File: src/design/cpt_delay.sv
`timescale 1ns / 1ps
// Enabled shift line that carries side data alongside the main pipeline.
// No dependencies.
module cpt_delay #(
  parameter int WIDTH = 8,
  parameter int DEPTH = 2
) (
  input  logic             clk,
  input  logic             en,
  input  logic [WIDTH-1:0] din,
  output logic [WIDTH-1:0] dout
);

  logic [WIDTH-1:0] sr [DEPTH];

  always_ff @(posedge clk) begin
    if (en) begin
      sr[0] <= din;
      for (int j = 1; j < DEPTH; j++) begin
        sr[j] <= sr[j-1];
      end
    end
  end

  assign dout = sr[DEPTH-1];

endmodule

File: config.mk
export PLATFORM = sky130hd
export DESIGN_NAME = cpt_delay
export DESIGN_NICKNAME = d
export VERILOG_FILES = /design/src/design/cpt_delay.sv
export SDC_FILE = /design/constraint.sdc
export NUM_CORES = 1
export LEC_CHECK = 0
export BUFFER_PORTS_ARGS = -buffer_cell sky130_fd_sc_hd__clkbuf_2
export CAP_MARGIN = 0
export CORE_AREA = 2 2 46 48
export DETAILED_ROUTE_END_ITERATION = 6
export DIE_AREA = 0 0 48 50
export GPL_TIMING_DRIVEN = 0
export SLEW_MARGIN = 15
export SYNTH_ARGS = -nofsm -noshare
export SYNTH_HDL_FRONTEND = slang
export SYNTH_SLANG_ARGS = --single-unit
File: constraint.sdc
create_clock -name clk -period 1.6 [get_ports clk]
set_input_delay 0.4 -clock clk [delete_from_list [all_inputs] [get_ports clk]]
set_output_delay 0.4 -clock clk [all_outputs]
set_load 0.01 [all_outputs]
# --- Word level (Yosys, flattened, before mapping) ---
# Memories as Yosys holds them, arrays and structs flattened.
# Cells that the tools add are included.
op_classes:
  mux: 2
op_table:
  columns: ["op", "n"]
  rows:
  - ["$mux 1", 2]
word_totals:
  in_bits: 10
  mem_bits_rw: 16
  ff_bits: 0
  mem_count: 1
memory_table:
  columns: ["name", "depth", "width", "read_ports", "rd_ports_with_merged_regs", "wr", "line", "source"]
  rows:
  - ["sr", 2, 8, 2, 0, 2, "14", "logic [WIDTH-1:0] sr [DEPTH];"]

# --- Depth between registers and ports, before layout ---
# Gate-level depths: netlist of the first run.
depth:
  word_depth: 2
  mapped_depth: 1

# --- Least setup slack after synthesis of the first run ---
# Ideal clock, no wire load.
synth_timing:
  path_kind: "flip-flop to output port"
  from: "memory sr[1][0], in the netlist sr[0][8]"
  to: "output port dout[0]"
  setup_slack_ps: 724
  stages_incl_launch_ff: 2
  arrival_time_ps: 476
  path_cell_list: "edfxtp_1 > buf_4"
synth_rtl:
  columns: ["element", "line", "source"]
  rows:
  - ["start, declared", "14", null]
  - ["end, declared", "11", "output logic [WIDTH-1:0] dout"]

==> results of run 1 <==
power breakdown:
group / internal [uW] / switching [uW]
Sequential: 496 / 7.09
Clock: 87.0 / 104
Combinational: 30.9 / 23.7
layout make-up:
class	count	share of cell area [%]
well taps	27	4.95
clock buffers	3	3.30
repair buffers	17	12.5
plain buffers	8	8.81
flip-flops and latches	16	70.5
final timing paths:
kind | slack (ns) | cells past startpoint | end
setup / recovery | 0.31 | 2 | dout[7]
hold / removal | 0.30 | 1 | sr[0][5]$_DFFE_PP_
setup reg to reg | 0.97 | 0 | sr[0][14]$_DFFE_PP_
hold reg to reg | 0.43 | 0 | sr[0][10]$_DFFE_PP_
synth_stat cells:
cell type / instances / share of area, %
edfxtp_1: 16 / 89
buf_4: 8 / 11
per-layer routing:
layer	track usage, %	vias to the layer above	share of wire (%)
met3	2.56	2	7.1
met4	9.46	0	4.2
met2	8.22	13	47
met1	7.38	101	42
li1	-	122	-
met5	0	-	0
metrics by stage:
step	cell area (sq um)	instances	power, uW
2_1_floorplan	541	24	536
3_3_place_gp	659	68	566
3_5_place_dp	659	68	569
4_1_cts	682	71	761
5_1_grt	682	71	791
6_report	682	71	749
logic make-up (layout without fill, tap and decap cells):
group	after synthesis	count (layout)	synth area share, %
DFF	16	16	88.9
buffers and inverters	8	28	11.1
==> impl_metrics.yaml, run 1 <==
synth:
  synthCells: 24
  syn_nets: 34
  syn_area_sq_um: 541
  yosysUniqueCellTypes: 2
  synth.avg_cell_area_sq_um: 22.5
  synth-seq-cells: 16
  yosys_warnings: 0
  ys_seq_area_share_pct: 88.9
sta:
  slew_headroom_pct: 74.1
  skew_ns: 0.000137
  worst_slew_pin_slew_ns: 0.388
  drv_slew: 0
  whs_ns: 0.302
  hold_violations: 0
  setup_viol: 0
  rsz0062_at_grt: "false"
  period_needed_ns: 1.29
  worst_slack_ns: 0.311
  fin_crit_sh_pct: 80.5
  timing.fmax_mhz: 776
  setup_tns_ns: 0
hold_path:
  min_path_type: "in2reg"
  hp-start: "din[5]"
grt:
  grt_pass1_wl_um: 986
  grt_pass1_vias: 235
  grt_util_all_layers_pct: 6.86
  antenna_found_initial: 0
  grt_overflow: 0
  grt_max_degree: 17
critical_path:
  start_kind: "register"
  cp_slowest_cell: "edfxtp_1"
  cp_max_fo: 1
  arrival_ns: 0.89
  path_delay_family: "flip-flops"
  crit_type: "reg2out"
  reg2reg_from: "sr[0][6]$_DFFE_PP_"
  max_stage_delay_ns: 0.37
  crit_path_end_kind: "output port"
  cp_num_buf_inv: 2
  crit_chain: "buf_4 > clkbuf_2"
  cp-startpoint: "sr[0][15]$_DFFE_PP_"
  worstPathRequired_ns: 1.20
finish:
  fillers: 196
  nMultiInputCombCells: 0
  largest_reg_flops: 16
  syn_to_final_growth_pct: 26.2
  top_regs: "sr x16"
  regArea_sq_um: 480
  final_common_cell: "clkbuf_2"
  layout-drive-gt1-share_pct: 63.6
  post-route-util_pct: 35.9
  multi_input_area_sq_um: 0
  final_cell_mix: "clkbuf_2, edfxtp_1, buf_4, clkbuf_4"
  diodes: 0
  fin_nets: 56
  top_register: "sr"
route:
  drt_first_pass_iters: 1
  drtIter0Drc: 0
  vias: 238
  drcViolationCount: 0
  via_per_inst: 3.35
  finalWirelength_um: 648
  final_antenna_net_count: 0
  routedWlPerCell_um: 9.13
cts:
  path_clk_slew_ns: 0.08
  cts.repair.resized: 0
  clock_path_buffers: 2
  cts-hold-fix-buffers: 0
  cts.sinks: 16
  cts-root-buf: "clkbuf_4"
  cts_tree: "yes"
  ctsHtreeMaxLevel: 1
  post_cts_buffers: 0
  cts_buffers: 3
  worstSkewPairLatency_ns: 0.27
flow_run:
  max_cap_viol_count: 0
placed_design:
  globalplace.congestion: 0.588
  dp_slack_ns: 0.519
  portBuffers: 17
die:
  coreArea_sq_mm: 0.00190
  fp.dieH_um: 50
  ios: 18
  chipWidth_um: 48
  row_count: 16
  die-area_sq_mm: 0.00240
  start_util_pct: 28.4
run_status:
  outcome: "finished, final reports clean"
pwr:
  vdd_drop_max_uv: 391
  leakage_uw: 0.000279
  pwr_density_cell_mw_per_mm2: 1100
(Power assumes the default switching activity.)
==> run 2, diff against run 1 <==
--- a/config.mk
+++ b/config.mk
@@ -5,6 +5,7 @@
 export SDC_FILE = /design/constraint.sdc
 export NUM_CORES = 1
 export LEC_CHECK = 0
+export ABC_AREA = 1
 export BUFFER_PORTS_ARGS = -buffer_cell sky130_fd_sc_hd__clkbuf_2
 export CAP_MARGIN = 0
 export CORE_AREA = 2 2 46 48
==> constraint.sdc (replaced) <==
create_clock -name clk -period 1.2 [get_ports clk]
set_input_delay 0.3 -clock clk [delete_from_list [all_inputs] [get_ports clk]]
set_output_delay 0.3 -clock clk [all_outputs]
set_load 0.01 [all_outputs]
==> run 2 against run 1 <==
Via count down 6.7%. Power up 33%. Die area unchanged. Sequential cell count unchanged. Final cell count down 11%. Critical endpoint is now dout[6]. Largest power group unchanged. Highest routed layer unchanged.
==> impl_metrics.yaml, run 2 (synthesis results as in run 1) <==
placed_design:
  globalplace.congestion: 0.588
  portBuffers: 17
  dp_slack_ns: 0.219
sta:
  skew_ns: 0.000137
  setup_viol: 0
  setup_tns_ns: 0
  worst_slack_ns: 0.0986
  hold_violations: 0
  timing.fmax_mhz: 908
  slew_headroom_pct: 74.1
  worst_slew_pin_slew_ns: 0.388
  rsz0062_at_grt: "false"
  fin_crit_sh_pct: 91.8
  whs_ns: 0.202
  drv_slew: 0
  period_needed_ns: 1.10
route:
  finalWirelength_um: 673
  drcViolationCount: 0
  drtIter0Drc: 0
  via_per_inst: 3.52
  routedWlPerCell_um: 10.7
  vias: 222
  final_antenna_net_count: 0
  drt_first_pass_iters: 1
finish:
  largest_reg_flops: 16
  multi_input_area_sq_um: 0
  post-route-util_pct: 34.7
  nMultiInputCombCells: 0
  final_cell_mix: "edfxtp_1, clkbuf_2, buf_6, clkbuf_4"
  diodes: 0
  fin_nets: 48
  final_common_cell: "edfxtp_1"
  top_register: "sr"
  syn_to_final_growth_pct: 22.0
  layout-drive-gt1-share_pct: 55.6
  top_regs: "sr x16"
cts:
  cts.sinks: 16
  path_clk_slew_ns: 0.08
  worstSkewPairLatency_ns: 0.27
  cts_tree: "yes"
  cts-root-buf: "clkbuf_4"
  post_cts_buffers: 0
  ctsHtreeMaxLevel: 1
  cts_buffers: 3
  clock_path_buffers: 2
critical_path:
  cp_max_fo: 1
  path_delay_family: "flip-flops"
  crit_path_end_kind: "output port"
  cp_num_buf_inv: 1
  crit_type: "reg2out"
  max_stage_delay_ns: 0.40
  crit_chain: "buf_6"
  worstPathRequired_ns: 0.90
  cp_slowest_cell: "edfxtp_1"
  start_kind: "register"
  arrival_ns: 0.80
grt:
  antenna_found_initial: 0
  grt_util_all_layers_pct: 6.86
  grt_pass1_wl_um: 986
  grt_max_degree: 17
  grt_overflow: 0
  grt_pass1_vias: 229
die:
  chipWidth_um: 48
  start_util_pct: 28.4
  die-area_sq_mm: 0.00240
  row_count: 16
  ios: 18
  fp.dieH_um: 50
  coreArea_sq_mm: 0.00190
pwr:
  pwr_density_cell_mw_per_mm2: 1510
  leakage_uw: 0.000252
  vdd_drop_max_uv: 529
flow_run:
  max_cap_viol_count: 0
hold_path:
  min_path_type: "in2reg"
run_status:
  outcome: "finished, final reports clean"
-- run 2: worst paths after layout --
| check | to | startpoint | depth (start not counted) | slack [ns] |
|---|---|---|---|---|
| worst max-delay path | dout[6] | sr[0][14]$_DFFE_PP_ | 1 | 0.1 |
| worst min-delay path | sr[0][5]$_DFFE_PP_ | din[5] | 1 | 0.20 |
| worst max register to register | sr[0][14]$_DFFE_PP_ | sr[0][6]$_DFFE_PP_ | 0 | 0.57 |
| worst min register to register | sr[0][10]$_DFFE_PP_ | sr[0][2]$_DFFE_PP_ | 0 | 0.43 |
-- run 2: layer usage --
metal | track usage, % | vias up | part of all wire [%] | wire length, um
met1 | 7.62 | 101 | 40 | 266
li1 | - | 106 | - | -
met4 | 9.46 | 0 | 4.0 | 27
met2 | 8.00 | 13 | 50 | 336
met5 | 0 | - | 0 | 0
met3 | 2.56 | 2 | 6.4 | 43
-- run 2: stage by stage --
| stage | cells | instance area, sq um | power, uW |
|---|---|---|---|
| 2_1_floorplan | 24 | 541 | 715 |
| 3_3_place_gp | 68 | 659 | 754 |
| 3_5_place_dp | 68 | 659 | 759 |
| 4_1_cts | 69 | 667 | 1010 |
| 5_1_grt | 63 | 659 | 1050 |
| 6_report | 63 | 659 | 993 |
-- run 2: power breakdown --
group,internal (uW),leakage (uW),switching (uW)
clock network,116,0.0000138,138
logic,35.9,0.0000820,28.1
registers,662,0.000157,12.8
-- run 2: area by class of cell --
type	count	area, sq um
clock buffers	3	22.5
flip-flops and latches	16	480
fillers	195	1240
repair buffers	17	123
well taps	27	33.8
-- run 2: timing repair --
| item | 4_1_cts | 5_1_grt |
|---|---|---|
| hold buffers | 0 | 0 |
| pin swaps | 0 | 0 |
| resized for setup | 0 | 12 |
| setup endpoints to repair | 2 | 6 |
